==> config.mk <==
export PLATFORM = sky130hd
export DESIGN_NAME = preemptive_priority_scheduler_core
export DESIGN_NICKNAME = d
export VERILOG_FILES = /design/src/rtl/psched_pkg.sv /design/src/rtl/psched_ram.sv /design/src/rtl/preemptive_priority_scheduler_core.sv
export SDC_FILE = /design/constraint.sdc
export NUM_CORES = 1
export LEC_CHECK = 0
export BUFFER_PORTS_ARGS = -buffer_cell sky130_fd_sc_hd__buf_2
export CAP_MARGIN = 30
export CORE_MARGIN = 1
export CORE_UTILIZATION = 45
export DETAILED_ROUTE_END_ITERATION = 8
export PLACE_DENSITY = 0.6
export REMOVE_ABC_BUFFERS = 1
export SLEW_MARGIN = 20
export SYNTH_ARGS = -nofsm -noshare
export SYNTH_HDL_FRONTEND = slang
export SYNTH_SLANG_ARGS = --single-unit
==> constraint.sdc <==
create_clock -name aclk -period 4.5 [get_ports aclk]
set_input_delay 0.45 -clock aclk [delete_from_list [all_inputs] [get_ports aclk]]
set_output_delay 0.45 -clock aclk [all_outputs]
set_load 0.02 [all_outputs]
==> src/rtl/psched_pkg.sv <==
`default_nettype none
// ----------------------------------------------------------------------------
// Priority scheduler package
// Shared types and codes of the preemptive priority scheduler.
// ----------------------------------------------------------------------------
package psched_pkg;

    localparam logic FUNC_ARRIVE = 1'b0;
    localparam logic FUNC_TICK   = 1'b1;

    localparam int PID_W  = 8;
    localparam int TIME_W = 16;

    typedef enum logic [4:0] {
        ST_IDLE   = 5'b00001,
        ST_SCAN   = 5'b00010,
        ST_UPDATE = 5'b00100,
        ST_SHIFT  = 5'b01000,
        ST_DONE   = 5'b10000
    } state_t;

    typedef struct packed {
        logic [TIME_W-1:0] tick_time;
        logic              finished;
        logic [PID_W-1:0]  ran_pid;
        logic              ran_valid;
        logic              accepted;
    } result_t;

endpackage
`default_nettype wire

==> src/rtl/psched_ram.sv <==
`default_nettype none
// ----------------------------------------------------------------------------
// Generic RAM
// One write port and one read port with a registered read.
// ----------------------------------------------------------------------------
module psched_ram #(
    parameter int WIDTH = 32,
    parameter int DEPTH = 16
) (
    input  wire logic                     aclk,
    input  wire logic                     we,
    input  wire logic [$clog2(DEPTH)-1:0] waddr,
    input  wire logic [WIDTH-1:0]         wdata,
    input  wire logic [$clog2(DEPTH)-1:0] raddr,
    output logic      [WIDTH-1:0]         rdata
);

    logic [WIDTH-1:0] mem [DEPTH];

    always_ff @(posedge aclk) begin
        if (we) begin
            mem[waddr] <= wdata;
        end
        rdata <= mem[raddr];
    end

endmodule
`default_nettype wire

==> src/rtl/preemptive_priority_scheduler_core.sv <==
`default_nettype none
// ----------------------------------------------------------------------------
// Preemptive priority scheduler core
// Ready table in one RAM; an arrive item appends a task, a tick item runs
// the highest priority task for one time unit.
// ----------------------------------------------------------------------------
// The ready table lives in a single RAM word per task. An arrive item with
// a zero burst or for a full table is refused. An arrive item, and a tick
// item that finds the table empty, go straight to the result state. Any
// other tick item scans the table through the RAM read port, one entry per
// cycle; when the task finishes, the later entries are moved down one
// place through the same port. A new item is accepted while the previous
// result still waits in the output register.
module preemptive_priority_scheduler_core #(
    parameter int QUEUE_DEPTH = 16,
    parameter int PRIO_BITS   = 8,
    parameter int BURST_BITS  = 16
) (
    input  wire logic        aclk,
    input  wire logic        aresetn,
    input  wire logic        s_tvalid,
    output logic             s_tready,
    // Fields from bit 0: new_pid[7:0], new_priority[15:8], new_burst[31:16].
    input  wire logic [31:0] s_tdata,
    // Fields from bit 0: func.
    input  wire logic        s_tuser,
    output logic             m_tvalid,
    input  wire logic        m_tready,
    // Fields from bit 0: accepted, ran_valid, ran_pid[9:2], finished,
    // tick_time[26:11], zero padding.
    output logic [31:0]      m_tdata
);

    localparam int IDX_W  = $clog2(QUEUE_DEPTH);
    localparam int CNT_W  = $clog2(QUEUE_DEPTH + 1);
    localparam int PID_W  = psched_pkg::PID_W;
    localparam int WORD_W = PID_W + PRIO_BITS + BURST_BITS;
    localparam int RES_W  = $bits(psched_pkg::result_t);
    localparam int PAD_W  = 32 - RES_W;
    localparam logic [CNT_W-1:0] DEPTH_CNT = CNT_W'(QUEUE_DEPTH);

    psched_pkg::state_t state_reg, state_next;

    logic [CNT_W-1:0]                count_reg, count_next;
    logic [psched_pkg::TIME_W-1:0]   time_reg, time_next;
    logic [CNT_W-1:0]                rd_ptr_reg, rd_ptr_next;
    logic                            pend_valid_reg, pend_valid_next;
    logic [CNT_W-1:0]                pend_idx_reg, pend_idx_next;
    logic [IDX_W-1:0]                best_idx_reg, best_idx_next;
    logic [PID_W-1:0]                best_pid_reg, best_pid_next;
    logic [PRIO_BITS-1:0]            best_prio_reg, best_prio_next;
    logic [BURST_BITS-1:0]           best_rem_reg, best_rem_next;
    psched_pkg::result_t             res_reg, res_next;
    logic                            m_tvalid_reg, m_tvalid_next;
    psched_pkg::result_t             m_res_reg, m_res_next;

    logic                   wr_en;
    logic [IDX_W-1:0]       wr_addr;
    logic [WORD_W-1:0]      wr_data;
    logic [IDX_W-1:0]       rd_addr;
    logic [WORD_W-1:0]      rd_data;

    logic [PID_W-1:0]       in_pid;
    logic [PRIO_BITS-1:0]   in_prio;
    logic [BURST_BITS-1:0]  in_burst;
    logic [PRIO_BITS-1:0]   rd_prio;
    logic [BURST_BITS-1:0]  rem_dec;
    logic [CNT_W-1:0]       best_succ;
    logic                   in_accept;

    assign in_pid    = s_tdata[7:0];
    assign in_prio   = PRIO_BITS'(s_tdata[15:8]);
    assign in_burst  = BURST_BITS'(s_tdata[31:16]);
    assign rd_prio   = rd_data[BURST_BITS +: PRIO_BITS];
    assign rem_dec   = best_rem_reg - BURST_BITS'(1);
    assign best_succ = CNT_W'(best_idx_reg) + CNT_W'(1);
    assign s_tready  = (state_reg == psched_pkg::ST_IDLE);
    assign in_accept = s_tvalid && s_tready;
    assign m_tvalid  = m_tvalid_reg;
    assign m_tdata   = {{PAD_W{1'b0}}, m_res_reg};

    psched_ram #(
        .WIDTH(WORD_W),
        .DEPTH(QUEUE_DEPTH)
    ) u_table (
        .aclk (aclk),
        .we   (wr_en),
        .waddr(wr_addr),
        .wdata(wr_data),
        .raddr(rd_addr),
        .rdata(rd_data)
    );

    always_comb begin
        state_next      = state_reg;
        count_next      = count_reg;
        time_next       = time_reg;
        rd_ptr_next     = rd_ptr_reg;
        pend_valid_next = 1'b0;
        pend_idx_next   = pend_idx_reg;
        best_idx_next   = best_idx_reg;
        best_pid_next   = best_pid_reg;
        best_prio_next  = best_prio_reg;
        best_rem_next   = best_rem_reg;
        res_next        = res_reg;
        m_tvalid_next   = m_tvalid_reg && !m_tready;
        m_res_next      = m_res_reg;
        wr_en           = 1'b0;
        wr_addr         = count_reg[IDX_W-1:0];
        wr_data         = {in_pid, in_prio, in_burst};
        rd_addr         = rd_ptr_reg[IDX_W-1:0];

        case (state_reg)
            psched_pkg::ST_IDLE: begin
                if (in_accept) begin
                    res_next    = '0;
                    rd_ptr_next = '0;
                    state_next  = psched_pkg::ST_DONE;
                    if (s_tuser == psched_pkg::FUNC_ARRIVE) begin
                        if (in_burst != '0 && count_reg < DEPTH_CNT) begin
                            wr_en             = 1'b1;
                            count_next        = count_reg + CNT_W'(1);
                            res_next.accepted = 1'b1;
                        end
                    end else begin
                        time_next          = time_reg + psched_pkg::TIME_W'(1);
                        res_next.tick_time = time_next;
                        if (count_reg != '0) begin
                            state_next = psched_pkg::ST_SCAN;
                        end
                    end
                end
            end
            psched_pkg::ST_SCAN: begin
                if (rd_ptr_reg < count_reg) begin
                    rd_ptr_next     = rd_ptr_reg + CNT_W'(1);
                    pend_valid_next = 1'b1;
                    pend_idx_next   = rd_ptr_reg;
                end
                if (pend_valid_reg) begin
                    if (pend_idx_reg == '0 || rd_prio < best_prio_reg) begin
                        best_idx_next  = pend_idx_reg[IDX_W-1:0];
                        best_pid_next  = rd_data[BURST_BITS + PRIO_BITS +: PID_W];
                        best_prio_next = rd_prio;
                        best_rem_next  = rd_data[BURST_BITS-1:0];
                    end
                end else if (rd_ptr_reg >= count_reg) begin
                    state_next = psched_pkg::ST_UPDATE;
                end
            end
            psched_pkg::ST_UPDATE: begin
                res_next.ran_valid = 1'b1;
                res_next.ran_pid   = best_pid_reg;
                state_next         = psched_pkg::ST_DONE;
                if (rem_dec != '0) begin
                    wr_en   = 1'b1;
                    wr_addr = best_idx_reg;
                    wr_data = {best_pid_reg, best_prio_reg, rem_dec};
                end else begin
                    res_next.finished = 1'b1;
                    count_next        = count_reg - CNT_W'(1);
                    if (best_succ < count_reg) begin
                        rd_addr         = best_succ[IDX_W-1:0];
                        rd_ptr_next     = best_succ + CNT_W'(1);
                        pend_valid_next = 1'b1;
                        pend_idx_next   = best_succ;
                        state_next      = psched_pkg::ST_SHIFT;
                    end
                end
            end
            psched_pkg::ST_SHIFT: begin
                if (pend_valid_reg) begin
                    wr_en   = 1'b1;
                    wr_addr = IDX_W'(pend_idx_reg - CNT_W'(1));
                    wr_data = rd_data;
                end
                if (rd_ptr_reg <= count_reg) begin
                    rd_ptr_next     = rd_ptr_reg + CNT_W'(1);
                    pend_valid_next = 1'b1;
                    pend_idx_next   = rd_ptr_reg;
                end else if (!pend_valid_reg) begin
                    state_next = psched_pkg::ST_DONE;
                end
            end
            psched_pkg::ST_DONE: begin
                if (!m_tvalid_reg || m_tready) begin
                    m_tvalid_next = 1'b1;
                    m_res_next    = res_reg;
                    state_next    = psched_pkg::ST_IDLE;
                end
            end
            default: begin
                state_next = psched_pkg::ST_IDLE;
            end
        endcase
    end

    always_ff @(posedge aclk) begin
        if (!aresetn) begin
            state_reg      <= psched_pkg::ST_IDLE;
            count_reg      <= '0;
            time_reg       <= '0;
            pend_valid_reg <= 1'b0;
            m_tvalid_reg   <= 1'b0;
        end else begin
            state_reg      <= state_next;
            count_reg      <= count_next;
            time_reg       <= time_next;
            pend_valid_reg <= pend_valid_next;
            m_tvalid_reg   <= m_tvalid_next;
        end
        rd_ptr_reg    <= rd_ptr_next;
        pend_idx_reg  <= pend_idx_next;
        best_idx_reg  <= best_idx_next;
        best_pid_reg  <= best_pid_next;
        best_prio_reg <= best_prio_next;
        best_rem_reg  <= best_rem_next;
        res_reg       <= res_next;
        m_res_reg     <= m_res_next;
    end

    a_count_bound: assert property (@(posedge aclk) disable iff (!aresetn)
        count_reg <= DEPTH_CNT)
        else $error("ready count exceeds table depth");

    a_no_write_in_scan: assert property (@(posedge aclk) disable iff (!aresetn)
        (state_reg == psched_pkg::ST_SCAN) |-> !wr_en)
        else $error("table written during priority scan");

    a_shift_no_overlap: assert property (@(posedge aclk) disable iff (!aresetn)
        (state_reg == psched_pkg::ST_SHIFT && wr_en && rd_ptr_reg <= count_reg)
        |-> (wr_addr != rd_addr))
        else $error("shift reads and writes the same entry");

    a_arrive_result: assert property (@(posedge aclk) disable iff (!aresetn)
        (m_tvalid_reg && m_res_reg.accepted)
        |-> (!m_res_reg.ran_valid && !m_res_reg.finished))
        else $error("arrive result carries tick fields");

    a_finish_drops: assert property (@(posedge aclk) disable iff (!aresetn)
        (state_reg == psched_pkg::ST_UPDATE && rem_dec == '0)
        |=> (count_reg == $past(count_reg) - CNT_W'(1)))
        else $error("finished task not removed from the table");

endmodule
`default_nettype wire

### Word level (Yosys, flattened, before mapping)

Memory sizes are Yosys's and may differ from the RTL's. A register that Yosys moved wholly into a read port is not among the register bits.
Cells that the tools add are included.

| operators by class | value |
|---|---|
| add/subtract/negate cells | 8 |
| $lt $le $gt $ge | 6 |
| equal/unequal tests | 17 |
| muxes and demuxes | 54 |
| reductions and logical operators | 24 |

Operators with widths:

| cell | number |
|---|---|
| $mux W5 | 23 |
| $mux W32 | 2 |
| $pmux W32 S2 | 1 |
| $reduce_bool A16 Y1 | 2 |
| $pmux W5 S5 | 1 |
| $mux W4 | 5 |
| $ne A2 B2 Y1 const B | 10 |
| $pmux W10 S2 | 1 |
| $pmux W5 S4 | 1 |
| $add A16 B1 Y16 const B | 1 |
| $sub A16 B1 Y16 const B | 1 |
| $add A5 B1 Y5 const B | 3 |
| $pmux W5 S3 | 1 |
| $mux W1 | 14 |
| $reduce_and A6 Y1 | 2 |
| $mux W11 | 1 |
| $lt A5 B5 Y1 | 2 |
| $pmux W5 S2 | 1 |
| $reduce_and A5 Y1 | 2 |
| $reduce_and A3 Y1 | 3 |
| $lt A8 B8 Y1 | 1 |
| $pmux W4 S2 | 1 |
| $pmux W1 S3 | 2 |
| $reduce_and A2 Y1 | 3 |
| 20 further kinds | 25 |

| storage, ports and cells | value |
|---|---|
| register bits after elaboration | 128 |
| RAM bits | 512 |
| output and inout bits | 34 |
| memories kept | 1 |

Memories:

| memory | words | bits a word | read ports | clocked after Yosys merged registers in | write ports | RTL line | source |
|---|---|---|---|---|---|---|---|
| u_table.mem | 16 | 32 | 1 | 1 | 1 | psched_ram.sv:18 | `logic [WIDTH-1:0] mem [DEPTH];` |

### Longest topological paths before layout

| depth | value |
|---|---|
| depth in word-level cells | 8 |
| mapped depth | 15 |
| depth with buffers taken out | 12 |

### Cells and area by module

From an unflattened synthesis, not the netlist that was laid out.

| second synthesis, totals | value |
|---|---|
| cells, all modules | 1467 |
| area total of the unflattened synthesis | 26713.1 µm² |

By module, submodules not included:

| module | instances | cells each | area an instance (µm²) |
|---|---|---|---|
| psched_ram | 1 | 838 | 19836.5 |
| preemptive_priority_scheduler_core | 1 | 629 | 6876.6 |

### Least setup slack after synthesis

OpenSTA, ideal clock, no wires.

| timing | value |
|---|---|
| kind | register to register |
| start point | reg best_rem_reg[0] |
| end point | mem u_table.mem[4][0], enable pin |
| arrival time | 4.438 ns |
| data required time | 4.075 ns |
| slack | -0.363 ns |
| stages on the path, launching flop included | 14 |
| buffers on the path | 2 |
| clock period less this slack | 4.863 ns |
| path through | edfxtp_1 -> inv_1 -> ha_1 -> or3b_1 -> buf_2 -> or4_4 -> nand4_2 -> nor4_4 -> a211o_1 -> clkbuf_1 -> a221oi_1 -> nor2b_1 -> and2_1 -> nor2b_1 |

| on the way | value |
|---|---|
| word-level cells in the longest chain between the ends | 6 |
| elaborated cells between the ends (all ways) | 8 |

RTL lines:

| item | RTL line | source |
|---|---|---|
| from (decl) | preemptive_priority_scheduler_core.sv:52 | `logic [BURST_BITS-1:0] best_rem_reg, best_rem_next;` |
| from (signal assigned) | preemptive_priority_scheduler_core.sv:217 | `best_rem_reg <= best_rem_next;` |
| $sub A16 B1 Y16 (*) | preemptive_priority_scheduler_core.sv:75 | `assign rem_dec = best_rem_reg - BURST_BITS'(1);` |
| $reduce_bool A16 Y1 (*) | preemptive_priority_scheduler_core.sv:155 | `if (rem_dec != '0) begin` |
| $mux W1 | preemptive_priority_scheduler_core.sv:155 |  |
| $pmux W1 S3 | preemptive_priority_scheduler_core.sv:113 | `case (state_reg)` |
| $mux W1 | psched_ram.sv:21 | `if (we) begin` |
| $mux W1 (not written as such) | psched_ram.sv:22 | `mem[waddr] <= wdata;` |
| to (decl) | psched_ram.sv:18 |  |

Every way passes the cells marked *; elsewhere a longest branch is shown, timed or not.

### Final worst setup path

| timing | value |
|---|---|
| start point | reg best_rem_reg[0] |
| end point | mem u_table.mem[3][29], enable pin |

Same word-level chain as after synthesis.

==> flow_metrics.tcl <==
set metrics [dict create \
    outcome "finished clean" \
    die_h_microns 246.2 \
    max_freq_mhz 230.1 \
    clk_path_buf_depth 3 \
    final_hold_viol_count 0 \
    area_growth_pct 16.80 \
    numCtsBuffers 69 \
    hp-class "primary input to flip-flop" \
    cp_max_fo 29 \
    clk_latency_ns 0.61 \
    crit_type "flip-flop to flip-flop" \
    cts_sinks 672 \
    wl_met1_mm 28.88 \
    worstMarginPinSlew_ns 0.7602 \
    fillers 4733 \
    wirelength_mm 65.61 \
    final_common_cell "edfxtp_1" \
    p_total_mw 17.36 \
    synth_largest_area_cell "edfxtp_1" \
    critical_path_required_ns 4.83 \
    rsz0062_at_grt "false" \
    start_kind "flip-flop" \
    arrival_ns 4.67 \
    ys_seq_area_share_pct 72.94 \
    finalCritPeriodShare_pct 96.59 \
    cts_setup_buffers 0 \
    max_cap_violations 0 \
    start_util_pct 45.48 \
    numPortBuffers 65 \
    htree_levels 3 \
    max_slew_margin_pct 49.20 \
    power_density_nw_per_um2 553.6 \
    syn-mean-instance-area_sq_um 16.28 \
    largest-register "u_table.mem" \
    antenna_cells 0 \
    synth_edf_count 612 \
    synthMuxAreaShare_pct 9.715 \
    synth_adder_area_share_pct 1.240 \
    maxSlewViolCount 0 \
    post-route-min-period_ns 4.347 \
    avgViaCountPerCell 5.730 \
    dr_wl_met2_mm 30.95 \
    overflow 0 \
    finClkSkew_ns 0.02367 \
    place_congestion 0.8634 \
    synth_xor_area_share_pct 1.632 \
    num_io_pins 71 \
    root_buffer "clkbuf_16" \
    ys_ff_latch 672 \
    p_leak_nw 11.64 \
    grt_max_degree 41 \
    netlist_instances 1649 \
    setup_violations 0 \
    vdd_drop_max_mv 0.3232 \
    synth-simple-area-share_pct 5.687 \
    synth_compound_area_share_pct 6.186 \
    yosys_warnings 0 \
    vias 15020 \
    core_region_area_sq_um 59020 \
    drive_gt1_share_pct 16.12 \
    dp_hpwl_mm 38.53 \
    ys.flop_type "edfxtp_1" \
    wl_met3_mm 4.319 \
    rows 89 \
    reg_top3 "u_table.mem: 512 flops, u_table.rdata: 32 flops" \
    maxUsedRoutingLayer "met4" \
    ys_types 62 \
    firstDrtPassIters 6 \
    nets 1859 \
    drc 0 \
    end_kind "flip-flop" \
    syn_area_sq_um 26840 \
    fin_util_pct 53.12 \
    synthArstFlopShare_pct 0 \
    synth_top_family_by_area "multiplexers" \
    antenna_found_initial 0 \
    die_w_microns 246.2 \
    wl_per_cell_microns 25.02 \
    die_area_sq_um 60630 \
    final_cell_mix "edfxtp_1 (612), mux2i_1 (258), o22ai_1 (132)" \
    grt_util_all_layers_pct 21.71 \
    synth_top_area_share_pct 68.47 \
    tritoncts "built" \
    grt_pass1_vias 14730 \
    largest_reg_flops 512 \
    clkTransAtPathRegs_ns 0.06 \
    grt_pass1_wl_mm 95.65 \
    placedCellCount 2498 \
    first_iter_violations 1286 \
    instances_no_fill 2622 \
    fin_tns_setup_ns 0 \
    synthTopCellsByArea "edfxtp_1 (68%), mux2i_1 (9.6%), dfxtp_1 (4.5%)" \
    ant_nets 0 \
]
cell usage after synthesis (6+ instances only):
master	instances
a21oi_1	12
and2_1	39
or3_1	7
ha_1	25
mux2i_1	258
dfxtp_1	60
buf_4	29
a21boi_0	8
o21ai_0	13
nand2b_1	9
nor2b_1	10
nand3_1	11
a222oi_1	23
a221o_1	7
and3_1	12
nor4_1	9
edfxtp_1	612
or4_1	32
o22ai_1	132
clkbuf_1	29
buf_2	20
nor2_1	43
a221oi_1	6
nor3_1	16
a21o_1	10
xor2_1	19
xnor2_1	31
nand2_1	45
inv_1	52
cells by family (layout without fill, tap and decap cells):
logic type,Yosys count,count (layout)
flip-flops,672,672
buffers and inverters,139,335
other,1,5
AND/OR/NAND/NOR,264,264
multiplexers,260,260
adder cells (fa/ha/maj),26,26
XOR/XNOR,50,50
AO/OA/AOI/OAI,237,237
metal layers:
metal  track usage (%)  vias to the layer above
li1                  -                     6776
met4             7.234                        0
met5                 0                        -
met3             3.562                       85
met1             30.41                     7626
met2             34.40                      537
power breakdown:
part	total [mW]	switching, mW	internal, mW
registers	7.67	0.298	7.37
logic	3.90	2.23	1.67
clock network	5.79	2.34	3.45
total	17.4	4.87	12.5
area by class of cell:
class / count / area [sq um] / area share (%)
Sequential cell: 672 / 19580 / 62.45
Clock inverter: 32 / 364.1 / 1.161
Clock buffer: 92 / 1938 / 6.182
Timing Repair Buffer: 157 / 1504 / 4.797
Tap cell: 773 / 967.2 / 3.085
Inverter: 54 / 202.7 / 0.6465
Multi-Input combinational cell: 842 / 6795 / 21.68
path summary, 6_finish.rpt:
kind	from	end	slack, ns	cells after the start
min	s_tvalid	state_reg[0]$_SDFFE_PN1P_	0.20	2
min reg2reg	res_reg[25]$_SDFFCE_PN0P_	m_tdata[25]$_DFFE_PP_	0.42	0
max	best_rem_reg[0]$_DFFE_PP_	u_table.mem[3][29]$_DFFE_PP_	0.15	13
max reg2reg	best_rem_reg[0]$_DFFE_PP_	u_table.mem[3][29]$_DFFE_PP_	0.15	13
worst max-delay path: stages, from the launching register on:
cell      delay [ns]
edfxtp_1        0.49
inv_1           0.10
ha_1            0.20
or3b_1          0.49
o31ai_4         0.26
nand4_2         0.17
nor4_4          0.55
nor2_4          0.07
buf_4           0.27
a211oi_1        0.63
nor2b_1         0.16
nand2b_1        0.37
nor2_4          0.08
buf_12          0.21
stage by stage:
| step | hold slack (ns) | instance area (sq um) | setup slack [ns] |
|---|---|---|---|
| 2_1_floorplan | 0.4003 | 26370 | -10.56 |
| 3_3_place_gp | 0.4047 | 28980 | 0.1962 |
| 3_5_place_dp | 0.4045 | 29030 | 0.1732 |
| 4_1_cts | 0.1732 | 31330 | 0.1637 |
| 5_1_grt | 0.2062 | 31350 | 0.01927 |
| 6_report | 0.2001 | 31350 | 0.1535 |
repair_timing:
action | CTS | global route
endpoints found under the setup margin | 0 | 3
resized for setup | 0 | 2
hold buffers | 0 | 0
Power figures use the tool's default switching activity.
